## src/hw/rtl/cdp_pkg.sv

```systemverilog
// shared types, constants and defaults for the complex-by-real dot product
package cdp_pkg;

  localparam int TableDepth   = 256;
  localparam int CoefW        = 32;
  localparam int SampleW      = 32;
  localparam int AccW         = 64;
  localparam int ResultW      = 32;
  localparam int LenW         = 9;
  localparam int PosW         = 8;
  localparam int ApbAddrW     = 3;
  localparam int ApbDataW     = 32;
  localparam int MaxLengthDef = 256;
  localparam int FracBitsDef  = 28;

  localparam logic [LenW-1:0] VectorLengthReset = LenW'(1);

  // register index, taken from the word address
  localparam logic [ApbAddrW-3:0] RegVectorLength = '0;

  typedef enum logic {
    OpLoad   = 1'b0,
    OpSample = 1'b1
  } op_e;

  // control word carried alongside each pipeline stage
  typedef struct packed {
    logic valid;
    logic sample;
    logic last;
  } stage_t;

endpackage

```

## src/hw/rtl/cdp_in_if.sv

```systemverilog
// input channel: coefficient loads and complex samples
interface cdp_in_if;
  logic                                valid;
  logic                                ready;
  cdp_pkg::op_e                        operation;
  logic        [cdp_pkg::PosW-1:0]     coef_index;
  logic signed [cdp_pkg::CoefW-1:0]    coef_value;
  logic signed [cdp_pkg::SampleW-1:0]  sample_real;
  logic signed [cdp_pkg::SampleW-1:0]  sample_imag;

  modport source (
    output valid, operation, coef_index, coef_value, sample_real, sample_imag,
    input  ready
  );

  modport sink (
    input  valid, operation, coef_index, coef_value, sample_real, sample_imag,
    output ready
  );
endinterface

```

## src/hw/rtl/cdp_front.sv

```systemverilog
// accept stage: position counter, coefficient table addressing, sample capture
module cdp_front #(
  parameter int MaxLength = cdp_pkg::MaxLengthDef
) (
  input  logic                               clk_i,
  input  logic                               rst_ni,
  input  logic                               advance_i,
  input  logic [cdp_pkg::LenW-1:0]           vector_length_i,
  cdp_in_if.sink                             in_i,
  output logic                               ram_we_o,
  output logic [cdp_pkg::PosW-1:0]           ram_waddr_o,
  output logic [cdp_pkg::CoefW-1:0]          ram_wdata_o,
  output logic [cdp_pkg::PosW-1:0]           ram_raddr_o,
  output cdp_pkg::stage_t                    s1_o,
  output logic signed [cdp_pkg::SampleW-1:0] xr_o,
  output logic signed [cdp_pkg::SampleW-1:0] xi_o
);

  localparam int CapInt = (MaxLength < cdp_pkg::TableDepth) ? MaxLength : cdp_pkg::TableDepth;
  localparam logic [cdp_pkg::LenW-1:0] CapLen = cdp_pkg::LenW'(CapInt);

  logic [cdp_pkg::PosW-1:0]           pos_q, pos_d;
  logic [cdp_pkg::LenW-1:0]           len_eff;
  logic                               accept, is_sample, last;
  cdp_pkg::stage_t                    s1_q, s1_d;
  logic signed [cdp_pkg::SampleW-1:0] xr_q, xi_q;

  assign accept    = in_i.valid && advance_i;
  assign is_sample = (in_i.operation == cdp_pkg::OpSample);

  // zero counts as one, anything above MaxLength or the table depth saturates at the smaller of the two
  always_comb begin
    len_eff = vector_length_i;
    if (len_eff == '0) begin
      len_eff = cdp_pkg::LenW'(1);
    end
    if (len_eff > CapLen) begin
      len_eff = CapLen;
    end
  end

  assign last = ((cdp_pkg::LenW'(pos_q) + cdp_pkg::LenW'(1)) >= len_eff);

  always_comb begin
    pos_d = pos_q;
    if (accept) begin
      if (!is_sample || last) begin
        pos_d = '0;
      end else begin
        pos_d = pos_q + cdp_pkg::PosW'(1);
      end
    end
  end

  always_comb begin
    s1_d = s1_q;
    if (advance_i) begin
      s1_d.valid  = accept;
      s1_d.sample = is_sample;
      s1_d.last   = last;
    end
  end

  always_ff @(posedge clk_i or negedge rst_ni) begin
    if (!rst_ni) begin
      pos_q <= '0;
      s1_q  <= '0;
    end else begin
      pos_q <= pos_d;
      s1_q  <= s1_d;
    end
  end

  always_ff @(posedge clk_i) begin
    if (advance_i) begin
      xr_q <= in_i.sample_real;
      xi_q <= in_i.sample_imag;
    end
  end

  assign in_i.ready  = advance_i;
  assign ram_we_o    = accept && !is_sample;
  assign ram_waddr_o = in_i.coef_index;
  assign ram_wdata_o = in_i.coef_value;
  assign ram_raddr_o = pos_q;
  assign s1_o        = s1_q;
  assign xr_o        = xr_q;
  assign xi_o        = xi_q;

endmodule

```

## src/flat_wrapper.sv

```systemverilog
// flat-port wrapper written by rule: the top's interface ports become plain ports
module cdp_front_flat 
#(
  parameter int MaxLength = cdp_pkg::MaxLengthDef
)
  (clk_i, rst_ni, advance_i, vector_length_i, ram_we_o, ram_waddr_o, ram_wdata_o, ram_raddr_o, s1_o, xr_o, xi_o, in_i_valid, in_i_operation, in_i_coef_index, in_i_coef_value, in_i_sample_real, in_i_sample_imag, in_i_ready);
  cdp_in_if in_i_i ();
  input  logic clk_i;
  input  logic rst_ni;
  input  logic advance_i;
  input  logic [cdp_pkg::LenW-1:0] vector_length_i;
  output logic ram_we_o;
  output logic [cdp_pkg::PosW-1:0] ram_waddr_o;
  output logic [cdp_pkg::CoefW-1:0] ram_wdata_o;
  output logic [cdp_pkg::PosW-1:0] ram_raddr_o;
  output cdp_pkg::stage_t s1_o;
  output logic signed [cdp_pkg::SampleW-1:0] xr_o;
  output logic signed [cdp_pkg::SampleW-1:0] xi_o;
  input wire logic [$bits(in_i_i.valid)-1:0] in_i_valid;
  input wire logic [$bits(in_i_i.operation)-1:0] in_i_operation;
  input wire logic [$bits(in_i_i.coef_index)-1:0] in_i_coef_index;
  input wire logic [$bits(in_i_i.coef_value)-1:0] in_i_coef_value;
  input wire logic [$bits(in_i_i.sample_real)-1:0] in_i_sample_real;
  input wire logic [$bits(in_i_i.sample_imag)-1:0] in_i_sample_imag;
  output wire logic [$bits(in_i_i.ready)-1:0] in_i_ready;
  assign in_i_i.valid = in_i_valid;
  assign in_i_i.operation = in_i_operation;
  assign in_i_i.coef_index = in_i_coef_index;
  assign in_i_i.coef_value = in_i_coef_value;
  assign in_i_i.sample_real = in_i_sample_real;
  assign in_i_i.sample_imag = in_i_sample_imag;
  assign in_i_ready = in_i_i.ready;
  cdp_front #(.MaxLength(MaxLength)) u_core (.clk_i(clk_i), .rst_ni(rst_ni), .advance_i(advance_i), .vector_length_i(vector_length_i), .in_i(in_i_i), .ram_we_o(ram_we_o), .ram_waddr_o(ram_waddr_o), .ram_wdata_o(ram_wdata_o), .ram_raddr_o(ram_raddr_o), .s1_o(s1_o), .xr_o(xr_o), .xi_o(xi_o));
endmodule
```

## config.mk

```make
export PLATFORM = sky130hd
export DESIGN_NAME = cdp_front_flat
export DESIGN_NICKNAME = d
export VERILOG_FILES = /design/src/hw/rtl/cdp_pkg.sv /design/src/hw/rtl/cdp_in_if.sv /design/src/hw/rtl/cdp_front.sv /design/src/flat_wrapper.sv
export SDC_FILE = /design/constraint.sdc
export NUM_CORES = 1
export LEC_CHECK = 0
export BUFFER_PORTS_ARGS = -buffer_cell sky130_fd_sc_hd__buf_2
export CAP_MARGIN = 10
export CORE_AREA = 2 2 92 94
export CTS_BUF_LIST = sky130_fd_sc_hd__clkbuf_4 sky130_fd_sc_hd__clkbuf_8
export DETAILED_ROUTE_END_ITERATION = 6
export DIE_AREA = 0 0 94 96
export MAX_ROUTING_LAYER = met4
export PLACE_DENSITY = 0.89
export SYNTH_ARGS = -nofsm -noshare
export SYNTH_HDL_FRONTEND = slang
export SYNTH_SLANG_ARGS = --single-unit
```

## constraint.sdc

```tcl
create_clock -name clk_i -period 4.94 [get_ports clk_i]
set_input_delay 0.247 -clock clk_i [delete_from_list [all_inputs] [get_ports clk_i]]
set_output_delay 0.247 -clock clk_i [all_outputs]
set_load 0.02 [all_outputs]
```

; After elaboration in Yosys (flattened, before gate mapping)
; Cells that the tools add are included.
[totals]
elab_cells = 18
ff_bits = 75
[op_classes]
mux = 3
add_sub_neg = 2
n_reduce_logical = 5
magnitude_cmp = 2
[ops]
columns = operator, n
row1 = 9-bit 2-to-1 mux, 2
row2 = 8-bit by 1-bit adder with 9-bit output (second input constant), 1
row3 = 9-bit greater-or-equal comparator, 1
row4 = 9-bit > comparator (second input constant), 1
row5 = 9-bit zero test, 1
row6 = 8-bit by 1-bit adder with 8-bit output (second input constant), 1
row7 = 8-bit 2-to-1 mux, 1
row8 = 1-bit logical AND, 2
row9 = 1-bit zero test, 1
row10 = 1-bit logical OR, 1

; Logic depth before layout (Yosys ltp)
[logic_depth]
ltp_word = 7
ltp_mapped = 11
mapped_depth_nobuf = 11

; Worst setup path before layout
; OpenSTA, ideal clock, no wires.
[synth_timing]
path_kind = flip-flop to flip-flop
start = reg u_core.pos_q (netlist bit u_core.ram_raddr_o[0])
end = reg u_core.pos_q (netlist bit u_core.ram_raddr_o[7])
slack_ns = 2.641
arrival_time_ns = 2.207
required_ns = 4.848
stages_incl_launch_ff = 11
cell_sequence = dfrtp_1 > ha_1 > nand3_1 > nor2_2 > and3_1 > ha_1 > a21oi_1 > nand3_1 > a21oi_1 > nand2_2 > o31ai_2
[synth_via]
elab_chain_len = 4
elab_cells_between_ends = 5
classes_between = add/sub: 2 / order compare: 1 / mux: 1 / reduce/logical: 1
[synth_rtl]
columns = element, line_no
row1 = "start, declared", cdp_front.sv:22  ; logic [cdp_pkg::PosW-1:0] pos_q, pos_d;
row2 = "start signal, assigned", cdp_front.sv:69  ; pos_q <= pos_d;
row3 = 8-bit by 1-bit adder with 9-bit output, cdp_front.sv:42  ; assign last = ((cdp_pkg::LenW'(pos_q) + cdp_pkg::LenW'(1)) >= len_eff);
row4 = 9-bit greater-or-equal comparator, cdp_front.sv:42
row5 = 1-bit logical OR, cdp_front.sv:47  ; if (!is_sample || last) begin
row6 = 8-bit 2-to-1 mux *, cdp_front.sv:47
; Mark *: on every way between the ends. The rest lies on a longest branch, timed or not.
; A chain may end at the register's enable or synchronous reset.

; Worst setup path after layout
; Same ends and word-level chain as after synthesis.

==> run summary <==
outcome - complete, no violations
Initial Util - 38.15%
Synth Area in Simple Gates - 6.965%
vias per cell - 4.669
Avg Inst Size Synth - 15.06 um^2
WL/cell - 17.54 um
Syn. warnings - 0
CTS root buf - clkbuf_8
hold crit path type - in2reg
post-DP HPWL - 5995 um
post-synthesis xor/xnor area fraction - 1.955%
vias - 2045
Setup-failing EPs final - 0
MaxCap Viol Count - 0
slowest stage delay, CP - 460 ps
GR Overflow Total - 0
FF-to-FF End - u_core.ram_raddr_o[7]$_DFFE_PN0P_
worst reg2reg setup slack - 2480 ps
RePlAce Congestion - 0.8757
Yosys reg bits - 75
most frequent cells in the layout - 154 x buf_2, 64 x edfxtp_1, 20 x nand2_1
Total Routing Usage GR - 16.95%
vias in the first global route - 2007
post-route ant nets - 0
Startpoint Class - flip-flop
CP Cell Sequence - ha_1 > nand3_1 > nor2_2 > and3_1 > ha_1 > a21oi_1 > nand3_1 > a21oi_1 > nand2_2 > o31ai_2
Top delay family on crit path - simple AND/OR/NAND/NOR gates
Worst-Margin Slew - 850.7 ps
Num CTS Buffers - 9
Port Buffers - 154
synth unique cells - 32
largest net degree at the start of global routing - 74
Area Growth Syn to Fin - 25.58%
first-pass GRT wire length - 10870 um
Mapped Cells - 204
drt initial violations - 117
M1 WL - 2798 um
reg2reg start - u_core.ram_raddr_o[0]$_DFFE_PN0P_
DIE HEIGHT - 96 um
clk sinks - 75
metal3 WL - 886 um
initial antenna violation count - 0
Synth Cell Area - 3072 um^2
fin crit share - 49.88%
setup TNS - 0 ps
CTS max path bufs - 2
Worst Path Arrival - 2710 ps
ys async rst share - 14.67%
EDFF count, synth - 64
proportion of layout cells with a drive suffix above 1 - 53.45%
syn nets - 332
CP Buf/Inv Count - 0
Endpoint, Worst Hold - u_core.xr_o[26]$_DFFE_PP_
number of nets in the layout - 456
Yosys top cell area share - 62.57%
Static Leak - 1.731 nW
pre-CTS WS - 2530 ps
DR pass1 iterations - 4
DR WL met2 - 3794 um
die span in x - 94 um
highest metal used - met4
critical path fanouts, max - 7
pwr dens - 373.2 nW/um^2
hold buffers post-CTS - 1
Std-Cell Rows - 33
RSZ-0062 raised after global routing - false
WL final - 7682 um
ant diodes - 0
Setup Fix Bufs, Post-CTS - 0
tightest slew margin relative to the limit - 43.29%
VDD IR max - 0.1222 mV
Levels on crit path - 10
FMAX - 405.8 MHz
Hold Startpoint - in_i_sample_real[26]
Layout Skew - 8.830 ps
CP Class - reg2reg
Post-synth top flop - edfxtp_1
final hold vios - 0
largest family of logic cells by synthesized area - buffers and inverters
I/O Pins - 235
Worst EP required - 5190 ps
slowest CP cell - dfrtp_1
area leader, netlist - edfxtp_1
most common cell after layout, fill and taps aside - buf_2
sequential area share after synthesis - 71.53%
die area - 9024 um^2
worst-case reg-to-reg path depth - 10
Synth area leaders - edfxtp_1 63%, buf_4 10%, dfrtp_1 9.0%
DRC violations left - 0
Hold Path Stages - 1
Worst-path clk slew - 90 ps
Tmin final - 2464 ps
Slew Limit Fails - 0
area fraction in compound gates after synthesis - 3.666%
Synth Area in Adders - 4.073%
Final Worst Setup Slack - 2476 ps
portion of netlist area occupied by mux cells - 0.3666%
core area - 8051 um^2
clk_lat worst skew - 340 ps
Resize count post-CTS - 0
CTS tree - done
H-Tree Depth - 3
Crit. End Element - flip-flop
==> layer usage <==
layer / vias to the layer above / GRT usage, %
li1: 942 / -
met1: 948 / 17.79
met2: 130 / 28.57
met3: 25 / 6.813
met4: 0 / 7.005
met5: - / -
==> cell families (layout without fill, tap and decap cells) <==
logic type,Yosys count,count (layout)
AOI/OAI and AO/OA,19,19
and+or+nand+nor,45,45
xor gates and xnor gates,6,6
adders and majority gates,10,10
DFF,75,75
buffers and inverters,48,177
muxes,1,1
==> sequential cells by signal, summed over array words and instances, names as in the netlist <==
signal / cells
u_core.ram_raddr_o: 8
u_core.s1_o: 3
u_core.xi_o: 32
u_core.xr_o: 32
==> Yosys cell counts (2+ instances only) <==
cell type	instances
a21oi_1	6
a31oi_1	2
nor2_1	3
and3_1	3
dfrtp_1	11
nand2_1	20
o21ai_0	6
nand3_1	10
buf_4	41
nor2_2	2
xnor2_1	4
edfxtp_1	64
ha_1	10
inv_1	4
==> worst max-delay path by stage <==
stage	from	to	slack, ps
after CTS	u_core.ram_raddr_o[0]$_DFFE_PN0P_	u_core.ram_raddr_o[7]$_DFFE_PN0P_	2510
after floorplan	u_core.ram_raddr_o[0]$_DFFE_PN0P_	u_core.ram_raddr_o[7]$_DFFE_PN0P_	2640
after detailed placement	u_core.ram_raddr_o[0]$_DFFE_PN0P_	u_core.ram_raddr_o[5]$_DFFE_PN0P_	2530
final	u_core.ram_raddr_o[0]$_DFFE_PN0P_	u_core.ram_raddr_o[7]$_DFFE_PN0P_	2480
after global placement	u_core.ram_raddr_o[0]$_DFFE_PN0P_	u_core.ram_raddr_o[7]$_DFFE_PN0P_	2650
after global routing	u_core.ram_raddr_o[0]$_DFFE_PN0P_	u_core.ram_raddr_o[7]$_DFFE_PN0P_	2210
==> power by group <==
part	leakage [nW]	internal, mW	switching (mW)	total [mW]
logic	0.864	0.0746	0.137	0.212
clock network	0.0939	0.236	0.231	0.467
registers	0.772	0.742	0.0187	0.761
==> stage by stage <==
| stage | cell area, um^2 | utilization, % | hold WS [ps] | instances | power [mW] |
|---|---|---|---|---|---|
| after floorplan | 3072 | - | -48.59 | 204 | 0.9274 |
| after global placement | 3649 | 45.31 | 128.7 | 421 | 0.9799 |
| after detailed placement | 3649 | 45.31 | 133.1 | 421 | 0.9883 |
| after CTS | 3857 | 47.91 | 51.75 | 438 | 1.457 |
| after global routing | 3857 | 47.91 | 53.33 | 438 | 1.505 |
| final | 3857 | 47.91 | 72.47 | 438 | 1.439 |
==> area by class of cell <==
class	count	area, um^2
clock buffers	9	123.9
clock inverters	7	75.07
fillers	740	4194
inverters	5	18.77
multi-input cells	81	523.0
flip-flops and latches	75	2197
well taps	105	131.4
repair buffers	156	788.3
(Power assumes the default switching activity.)
