[config.mk]
export PLATFORM = sky130hd
export DESIGN_NAME = cdp_cfg
export DESIGN_NICKNAME = d
export VERILOG_FILES = /design/src/hw/rtl/cdp_pkg.sv /design/src/hw/rtl/cdp_cfg.sv
export SDC_FILE = /design/constraint.sdc
export NUM_CORES = 1
export LEC_CHECK = 0
export ABC_AREA = 0
export BUFFER_PORTS_ARGS = -buffer_cell sky130_fd_sc_hd__buf_2
export CAP_MARGIN = 20
export CORE_MARGIN = 1
export CORE_UTILIZATION = 33
export CTS_BUF_LIST = sky130_fd_sc_hd__clkbuf_16
export DETAILED_ROUTE_END_ITERATION = 8
export GPL_ROUTABILITY_DRIVEN = 0
export PLACE_DENSITY_LB_ADDON = 0.1
export SYNTH_ARGS = -nofsm -noshare
export SYNTH_HDL_FRONTEND = slang
export SYNTH_SLANG_ARGS = --single-unit
[constraint.sdc]
create_clock -name clk_i -period 1.5 [get_ports clk_i]
set_input_delay 0.15 -clock clk_i [delete_from_list [all_inputs] [get_ports clk_i]]
set_output_delay 0.15 -clock clk_i [all_outputs]
set_load 0.01 [all_outputs]
[src/hw/rtl/cdp_pkg.sv]
// shared types, constants and defaults for the complex-by-real dot product
package cdp_pkg;

  localparam int TableDepth   = 256;
  localparam int CoefW        = 32;
  localparam int SampleW      = 32;
  localparam int AccW         = 64;
  localparam int ResultW      = 32;
  localparam int LenW         = 9;
  localparam int PosW         = 8;
  localparam int ApbAddrW     = 3;
  localparam int ApbDataW     = 32;
  localparam int MaxLengthDef = 256;
  localparam int FracBitsDef  = 28;

  localparam logic [LenW-1:0] VectorLengthReset = LenW'(1);

  // register index, taken from the word address
  localparam logic [ApbAddrW-3:0] RegVectorLength = '0;

  typedef enum logic {
    OpLoad   = 1'b0,
    OpSample = 1'b1
  } op_e;

  // control word carried alongside each pipeline stage
  typedef struct packed {
    logic valid;
    logic sample;
    logic last;
  } stage_t;

endpackage

[src/hw/rtl/cdp_cfg.sv]
// apb register block holding the vector length
module cdp_cfg (
  input  logic                         clk_i,
  input  logic                         rst_ni,
  input  logic                         psel,
  input  logic                         penable,
  input  logic                         pwrite,
  input  logic [cdp_pkg::ApbAddrW-1:0] paddr,
  input  logic [cdp_pkg::ApbDataW-1:0] pwdata,
  output logic [cdp_pkg::ApbDataW-1:0] prdata,
  output logic                         pready,
  output logic [cdp_pkg::LenW-1:0]     vector_length_o
);

  logic [cdp_pkg::LenW-1:0] len_q, len_d;
  logic                     sel_len;

  assign sel_len = (paddr[cdp_pkg::ApbAddrW-1:2] == cdp_pkg::RegVectorLength);

  always_comb begin
    len_d = len_q;
    if (psel && penable && pwrite && sel_len) begin
      len_d = pwdata[cdp_pkg::LenW-1:0];
    end
  end

  always_ff @(posedge clk_i or negedge rst_ni) begin
    if (!rst_ni) begin
      len_q <= cdp_pkg::VectorLengthReset;
    end else begin
      len_q <= len_d;
    end
  end

  assign prdata = sel_len ? cdp_pkg::ApbDataW'(len_q) : '0;
  assign pready = 1'b1;
  assign vector_length_o = len_q;

endmodule

==> After elaboration in Yosys (flattened, before gate mapping) <==
Index checks and enable logic that the tools add are counted.
{ "classes": {"muxes": 1, "bitwise_logic": 1, "n_reduce_logical": 3} }
{ "ops": {"columns": ["cell", "count"], "rows": [
  ["$mux W9", 1],
  ["$logic_and A1 B1 Y1", 3],
  ["$not A1 Y1", 1]
]} }
{ "word_totals": {"regBits": 9, "output_inout_bits": 42, "elab_cells": 6} }

==> Longest topological paths before layout <==
Gate-level depths: netlist (run 1).
{ "depth": {"word_depth": 3, "ltp_mapped": 2} }

==> Least setup slack after synthesis (run 1) <==
No wires, ideal clock.
{ "synth_path": {"kind": "register to output", "startpoint": "reg len_q (netlist bit vector_length_o[0])", "endpoint": "out prdata[0] (netlist bit)", "t_arrival_ps": 702, "t_required_ps": 1350, "setup_slack_ps": 648, "stages_incl_launch_ff": 2, "path_cell_list": "dfstp_2 -> and2b_2"} }
{ "synth_via": {"elab_chain_cells": 1} }
{ "synth_lines": {"columns": ["element", "line_no", "text"], "rows": [
  ["from (decl)", "cdp_cfg.sv:15", "logic [cdp_pkg::LenW-1:0] len_q, len_d;"],
  ["from (signal assigned)", "cdp_cfg.sv:29", "len_q <= cdp_pkg::VectorLengthReset;"],
  ["from (signal assigned)", "cdp_cfg.sv:31", "len_q <= len_d;"],
  ["$mux W9", "cdp_cfg.sv:35", "assign prdata = sel_len ? cdp_pkg::ApbDataW'(len_q) : '0;"],
  ["to (decl)", "cdp_cfg.sv:10", "output logic [cdp_pkg::ApbDataW-1:0] prdata,"]
]} }
Every way passes these cells.

==> Final worst setup path (run 1) <==
Same ends and word-level chain as after synthesis.

==> results of run 1 <==
-- through the flow --
stage | utilization [%] | instance area [um2]
finish | 45.9 | 802
global route | 45.9 | 802
CTS | 45.9 | 802
detailed placement | 40.8 | 712
global placement | 40.8 | 712
floorplan | - | 701
-- critical path: stages, from the launching register on --
cell     delay, ps
dfstp_2        530
and2b_2        130
buf_2          120
-- cells by family after synthesis --
| family | count (synthesis) |
|---|---|
| and+or+nand+nor | 10 |
| DFF | 9 |
| buffers and inverters | 24 |
| muxes | 9 |
| other | 2 |
-- metal layers --
metal | part of all wire, % | up-vias | GRT usage, %
li1 | - | 192 | -
met4 | 0.77 | 0 | 7.27
met5 | 0 | - | 0
met3 | 9.5 | 2 | 4.80
met1 | 39 | 206 | 12.9
met2 | 51 | 36 | 18.3
-- final cells by class --
cell class / instances / share of cell area [%]
Clock buffer: 3 / 9.36
Timing Repair Buffer: 33 / 21.2
Multi-Input combinational cell: 43 / 36.7
Sequential cell: 9 / 28.2
Tap cell: 25 / 3.90
Clock inverter: 1 / 0.624
-- worst paths after layout --
path	depth (start not counted)	from	slack [ps]	to
max in group asynchronous	2	rst_ni	940	vector_length_o[0]
worst max register to register	1	vector_length_o[1]	720	vector_length_o[1]
worst max-delay path	2	vector_length_o[0]	350	prdata[0]
worst min register to register	1	vector_length_o[6]	520	vector_length_o[6]
min in group asynchronous	2	rst_ni	320	vector_length_o[7]
worst min-delay path	2	pwdata[7]	150	vector_length_o[7]
-- cell usage in the layout (no fill, tap or decap) --
cell type / count
conb_1: 24
mux2_2: 9
dfstp_2: 1
and2b_2: 9
buf_2: 32
dlygate4sd3_1: 1
dfrtp_1: 8
clkinv_2: 1
clkbuf_16: 3
nand4b_4: 1
-- where the power goes --
group          switching, uW  total (uW)  internal [uW]  leakage, uW
Sequential              33.2         335            302     0.000107
Clock                    115         466            351    0.0000409
Combinational            135         271            136     0.000320
==> impl_metrics.ini, run 1 <==
[run_status]
status = finished, final reports clean

[timing]
hold-worst-slack_ps = 148
post-route-period-util_pct = 76.7
fin_crit_ps = 1150
finalSetupTns_ps = 0
clock_skew_ps = 0
fmax_ghz = 0.869
finalSetupViolCount = 0
drv_slew = 0
worst_slack_ps = 349
hold_violations = 0
rsz0062_at_grt = false

[cts]
numCtsBuffers = 3
cts_tree = done
root_buffer = clkbuf_16
htreeDepth = 1
cts_setup_buffers = 0
clk_latency_ps = 230
cts.clk_slew.worst_paths_ps = 40
cts_resized = 0
ctsHoldBuffers = 1
cts_buffer_depth = 2
clock-sinks = 9

[final_layout]
n_antenna_cell = 0
seqCellArea_um2 = 226
area_delta_synth_final_pct = 29.8
fillerInstances = 179
layout-drive-gt1-share_pct = 62.9
largest_reg_flops = 9
instances_no_fill = 114
layout.nets = 130
multi_input_area_um2 = 294

[global_route]
antenna_found_initial = 0
track_usage_pct = 11.6
grt_max_degree = 11
grt_first_pass_wirelength_um = 1580
overflow = 0
grt_pass1_vias = 352

[synth]
synth_seq_cells = 9
synth_commonest_cells = 24 x buf_4, 9 x and2b_2, 9 x mux2_2
synth-simple-area-share_pct = 16.6
syn_area_per_cell_um2 = 11.4
yosys.cell_types.count = 7
synth_ff_type = dfrtp_1
yosys-top-cells-area = dfrtp_1 32%, buf_4 29%, mux2_2 16%, and2b_2 13%, dfstp_2 4.3%
synth_compound_area_share_pct = 0
synthAdderAreaFrac_pct = 0
yosys_warnings = 0
synthMuxAreaShare_pct = 16.4
syn_area_um2 = 618
synth_largest_area_cell = dfrtp_1
synth_edf_count = 0
synth-xor-area-share_pct = 0
ys_seq_area_share_pct = 36.6
synth.most_common_cell = buf_4
syn_inst = 54
synth_top_family_by_area = buffers and inverters
synth_top_area_share_pct = 32.4
async_flop_share_pct = 100

[route]
firstDrtPassIters = 2
vias = 436
vias_per_cell = 3.82
drt_iter0_drc = 1
drc = 0
ant_nets = 0
post_drt_wl_per_cell_um = 9.09
finalWirelength_um = 1040

[floorplan]
num_rows = 15
die_y_um = 45.3
initial_core_util_pct = 35.4
die_x_um = 45.3
io_pins = 82
die-area_mm2 = 0.00205
coreArea_mm2 = 0.00175

[placed_design]
place_ws_ps = 420
numPortBuffers = 32
post-dp-hpwl_um = 772
dp_cells = 109

[power_and_ir_drop]
powerDensity_mw_per_mm2 = 1340
vdd_ir_drop_max_mv = 0.676
leakage_uw = 0.000468
power_uw = 1070

[run]
drv_cap = 0

[hold_path]
hold_class = input port to flop

[setup_path]
worst-path-max-fanout = 3
cp.required_ps = 1350
crit_type = flop to primary output
cp-end-kind = primary output
start_kind = flop
cp_data_arrival_time_ps = 1000
Power figures use the tool's default switching activity.
==> inputs of run 2 (changes only) <==
--- a/config.mk
+++ b/config.mk
@@ -5,11 +5,11 @@
 export SDC_FILE = /design/constraint.sdc
 export NUM_CORES = 1
 export LEC_CHECK = 0
-export ABC_AREA = 0
+export ABC_AREA = 1
 export BUFFER_PORTS_ARGS = -buffer_cell sky130_fd_sc_hd__buf_2
 export CAP_MARGIN = 20
 export CORE_MARGIN = 1
-export CORE_UTILIZATION = 33
+export CORE_UTILIZATION = 31
 export CTS_BUF_LIST = sky130_fd_sc_hd__clkbuf_16
 export DETAILED_ROUTE_END_ITERATION = 8
 export GPL_ROUTABILITY_DRIVEN = 0
==> constraint.sdc (replaced) <==
create_clock -name clk_i -period 1.15 [get_ports clk_i]
set_input_delay 0.115 -clock clk_i [delete_from_list [all_inputs] [get_ports clk_i]]
set_output_delay 0.115 -clock clk_i [all_outputs]
set_load 0.01 [all_outputs]
==> run 2 against run 1 <==
Net effect:
- non-clock buffer count is the same
- core utilization shrank 4.0 points
- clock skew is the same
- sequential power grew 27%
==> impl_metrics.ini, run 2 <==
[run_status]
status = finished, final reports clean

[setup_path]
regToRegEndpoint = vector_length_o[0]
cp.required_ps = 1030
worst-path-max-fanout = 3
start_kind = flop
cp_data_arrival_time_ps = 990
cp-end-kind = primary output
ff2ff_setup_slack_ps = 450
worstRegToRegCells = 2
cp-endpoint = prdata[0]
cp-startpoint = vector_length_o[0]
worst_path_max_delay_cell = dfstp_2
critPathMaxStageDelay_ps = 540
crit_type = flop to primary output
path_buf_inv = 2
reg2reg_from = vector_length_o[0]
cp_num_cells = 3
critPathTopFamily = flip-flops
path_cells = inv_2 -> nor2_1 -> buf_2

[final_layout]
n_antenna_cell = 0
area_delta_synth_final_pct = 26.8
layout-drive-gt1-share_pct = 33.3
final_cell_mix = 32 x buf_2, 24 x conb_1, 19 x nand2_1, 10 x inv_1
largest_reg_flops = 9
final_common_cell = buf_2
final_area_um2 = 822
layout.nets = 161

[global_route]
grt_first_pass_wirelength_um = 1930
track_usage_pct = 12.5
antenna_found_initial = 0
busiest_layer = met2
grt_max_degree = 11
overflow = 0
met2_usage_pct = 18.9
grt_pass1_vias = 398
use_met3_pct = 3.40
use_met1_pct = 17.0

[synth]
synth_top_area_share_pct = 30.9
async_flop_share_pct = 100
syn_area_um2 = 648
synth_commonest_cells = 24 x buf_4, 19 x nand2_1, 10 x inv_1
syn_inst = 86
synth_seq_cells = 9
yosys_warnings = 0
synth_largest_area_cell = dfrtp_1
synth_edf_count = 0
yosys-top-cells-area = dfrtp_1 31%, buf_4 28%, nand2_1 11%, nand3_1 6.9%, inv_1 5.8%
synth_ff_type = dfrtp_1
ys_seq_area_share_pct = 34.9
syn_area_per_cell_um2 = 7.54
yosys.cell_types.count = 12
synth.most_common_cell = buf_4

[placed_design]
post-dp-hpwl_um = 903
place_ws_ps = 220
numPortBuffers = 32
placed_area_um2 = 733

[hold_path]
hold_class = input port to flop

[floorplan]
die_y_um = 47.7
coreArea_mm2 = 0.00196
initial_core_util_pct = 33.0
die_x_um = 47.7
io_pins = 82
die-area_mm2 = 0.00228
num_rows = 16

[cts]
htreeDepth = 1
clk_latency_ps = 230
numCtsBuffers = 3
cts_buffer_depth = 2
cts.clk_slew.worst_paths_ps = 40
cts_tree = done
clock-sinks = 9
cts_setup_buffers = 0
root_buffer = clkbuf_16

[power_and_ir_drop]
vdd_ir_drop_max_mv = 0.693
powerDensity_mw_per_mm2 = 1630
leakage_uw = 0.000537

[route]
drt_iter0_drc = 5
vias_per_cell = 3.77
post_drt_wl_per_cell_um = 8.41
firstDrtPassIters = 4
finalWirelength_um = 1240
vias = 554
drc = 0
ant_nets = 0

[timing]
worst_slack_ps = 42.9
post-route-period-util_pct = 96.3
rsz0062_at_grt = true
clock_skew_ps = 0
fin_crit_ps = 1110
hold_violations = 0
drv_slew = 0
fmax_ghz = 0.903
finalSetupViolCount = 0

[run]
drv_cap = 0
[run 2: worst min-delay path by stage]
stage                                     to  slack (ps)  startpoint  depth (start not counted)
after floorplan           vector_length_o[1]        -180      rst_ni                          0
after global placement    vector_length_o[8]         -20      rst_ni                          1
after detailed placement  vector_length_o[8]         -10      rst_ni                          1
after CTS                 vector_length_o[0]         100   pwdata[0]                          3
after global routing      vector_length_o[0]         140   pwdata[0]                          3
final                     vector_length_o[0]         100   pwdata[0]                          3
[run 2: power by group]
part           total [uW]  switching (uW)  internal [uW]  leakage, uW
combinational         323             199            124     0.000384
sequential            427            43.6            383     0.000111
clock                 592             139            453    0.0000423
[run 2: kinds of logic (layout without fill, tap and decap cells)]
| group | count (synthesis) | in the layout | synth area share (%) |
|---|---|---|---|
| other cells | 2 | 24 | 1.16 |
| buf+inv | 36 | 48 | 35.9 |
| simple gates | 39 | 39 | 28.0 |
| flops | 9 | 9 | 34.9 |
[run 2: repair_timing]
action	CTS	global route
gates resized for setup	0	1
setup endpoints to repair	0	1
hold buffers	1	0
hold endpoints to repair	9	0
[run 2: tightest hold or removal path, stage by stage]
cell and delay [ps]:
buf_2 100, nand3_1 70, nand2_1 50
[run 2: layout make-up]
| class | instances | area, um2 |
|---|---|---|
| clock inverter | 1 | 3.75 |
| tap | 27 | 33.8 |
| timing repair buffer | 33 | 170 |
| sequential | 9 | 226 |
| clock buffer | 3 | 75.1 |
| fill | 218 | 1140 |
| multi-input combinational | 63 | 272 |
| inverter | 11 | 41.3 |
[run 2: metrics by stage]
stage	instances	utilization, %	total power (uW)	hold slack [ps]	TNS [ps]
floorplan	108	-	677	-181	0
global placement	142	37.4	747	-15.5	0
detailed placement	142	37.4	753	-14.0	0
CTS	147	41.9	1360	103	0
global route	147	41.9	1450	135	-7.59
finish	147	41.9	1340	104	0
[run 2: metal layers]
metal,part of all wire [%],wire (um)
met5,0,0
met4,0.65,8
met3,6.5,81
met2,46,570
met1,47,576
==> inputs of run 3 (changes only) <==
--- a/config.mk
+++ b/config.mk
@@ -5,11 +5,10 @@
 export SDC_FILE = /design/constraint.sdc
 export NUM_CORES = 1
 export LEC_CHECK = 0
-export ABC_AREA = 1
 export BUFFER_PORTS_ARGS = -buffer_cell sky130_fd_sc_hd__buf_2
 export CAP_MARGIN = 20
 export CORE_MARGIN = 1
-export CORE_UTILIZATION = 31
+export CORE_UTILIZATION = 30
 export CTS_BUF_LIST = sky130_fd_sc_hd__clkbuf_16
 export DETAILED_ROUTE_END_ITERATION = 8
 export GPL_ROUTABILITY_DRIVEN = 0
==> constraint.sdc (replaced) <==
create_clock -name clk_i -period 1.05 [get_ports clk_i]
set_input_delay 0.105 -clock clk_i [delete_from_list [all_inputs] [get_ports clk_i]]
set_output_delay 0.105 -clock clk_i [all_outputs]
set_load 0.01 [all_outputs]
==> run 3 against run 2 <==
Net effect:
- the run now ends with negative setup slack left
- die area is 1.4% lower
- sequential cell count stayed put
- design area rose by 7.3%
- worst setup slack worse by 84 ps
- wire length fell by 7.4%
- clock power rose by 11%
- worst hold slack worse by 2.6 ps
- sequential power increased by 12%
- final cell count fell by 19%
- combinational power grew 50%
- critical endpoint unchanged
- highest routed layer is now met3
==> impl_metrics.ini, run 3 (synthesized netlist as in run 1, its figures left out) <==
[run_status]
status = finished, violations left
violations = negative setup slack

[power_and_ir_drop]
power_frac_comb_pct = 29.8
p_clk_share_pct = 40.6
seqPwrFrac_pct = 29.5
powerDensity_mw_per_mm2 = 1830
p_int_uw = 1200
vdd_ir_drop_max_mv = 1.25
leakage_uw = 0.000495
power_switching_uw = 419
sw_frac_of_total_pct = 25.9
power_uw = 1620

[floorplan]
die-area_mm2 = 0.00225
num_rows = 16
initial_core_util_pct = 31.8
io_pins = 82
die_x_um = 47.4
die_y_um = 47.4
coreArea_mm2 = 0.00194

[setup_path]
cp_data_arrival_time_ps = 990
crit_type = flop to primary output
cp.required_ps = 940
start_kind = flop
cp-end-kind = primary output
worst-path-max-fanout = 3

[final_layout]
area_delta_synth_final_pct = 42.7
largest_reg_flops = 9
layout.nets = 133
final_cell_mix = 24 x conb_1, 23 x buf_2, 9 x and2b_2, 9 x mux2_2, 9 x buf_6
layout-drive-gt1-share_pct = 63.0
final_area_um2 = 882
n_antenna_cell = 0
final_common_cell = conb_1
instances_no_fill = 119

[cts]
numCtsBuffers = 3
root_buffer = clkbuf_16
htreeDepth = 1
clock-sinks = 9
cts_buffer_depth = 2
cts_tree = done
cts.clk_slew.worst_paths_ps = 40
clk_latency_ps = 230

[timing]
clock_skew_ps = 0
worst_slack_ps = -41.3
hold_violations = 0
fin_crit_ps = 1090
rsz0062_at_grt = true
fmax_ghz = 0.916
drv_slew = 0
post-route-period-util_pct = 104
finalSetupViolCount = 1

[route]
vias_per_cell = 3.60
vias = 428
post_drt_wl_per_cell_um = 9.63
drc = 0
drt_iter0_drc = 1
finalWirelength_um = 1150
firstDrtPassIters = 3
ant_nets = 0

[global_route]
grt_first_pass_wirelength_um = 1480
overflow = 0
track_usage_pct = 10.4
grt_pass1_vias = 331
grt_max_degree = 10
antenna_found_initial = 0

[hold_path]
hold_class = input port to flop

[placed_design]
dp_cells = 112
numPortBuffers = 32
post-dp-hpwl_um = 783
placed_area_um2 = 722

[run]
drv_cap = 0
==> run 3: metal layers <==
metal,part of all wire (%),global-route usage (%)
met3,10,6.54
met2,49,15.1
met5,0,0
met1,40,11.8
met4,0,5.14
==> run 3: area by class of cell <==
class | instances | area (um2)
fillers | 201 | 1060
flip-flops and latches | 9 | 226
clock inverters | 1 | 3.75
clock buffers | 3 | 75.1
well taps | 27 | 33.8
multi-input cells | 43 | 294
repair buffers | 36 | 249
==> run 3: critical path, cell delays in order, from the launching register on <==
cell and delay (ps):
dfstp_2 520, and2b_2 140, buf_6 90
==> run 3: path summary, 6_finish.rpt <==
check                      slack, ps  cells past startpoint                 end          startpoint
max                              -40                      2           prdata[0]  vector_length_o[0]
min                              100                      2  vector_length_o[3]           pwdata[3]
max reg2reg                      180                      2  vector_length_o[6]  vector_length_o[6]
min reg2reg                      520                      1  vector_length_o[5]  vector_length_o[5]
max in group asynchronous        540                      2  vector_length_o[0]              rst_ni
min in group asynchronous        260                      2  vector_length_o[4]              rst_ni
==> run 3: power by group through the flow <==
stage / logic [uW] / registers (uW) / clock network [uW]
global route: 539 / 491 / 689
detailed placement: 389 / 483 / 0
floorplan: 249 / 518 / 0
finish: 483 / 478 / 657
global placement: 386 / 481 / 0
CTS: 414 / 479 / 669
==> run 3: repair_timing <==
item / CTS / global route
endpoints found under the hold margin: 9 / 0
buffers inserted: 1 / 1
gates resized for setup: 1 / 8
cloned: 0 / 0
setup endpoints to repair: 2 / 9
hold buffers: 1 / 0
==> run 3: per-stage QoR <==
| stage | worst slack [ps] | hold WS [ps] | setup TNS (ps) | utilization, % |
|---|---|---|---|---|
| after global routing | -71.3 | 104 | -178 | 45.4 |
| after floorplan | 243 | -191 | 0 | - |
| after CTS | -49.3 | 100 | -49.3 | 42.5 |
| final | -41.3 | 102 | -41.3 | 45.4 |
| after global placement | 99.9 | -26.3 | 0 | 37.2 |
| after detailed placement | 84.8 | -32.1 | 0 | 37.2 |
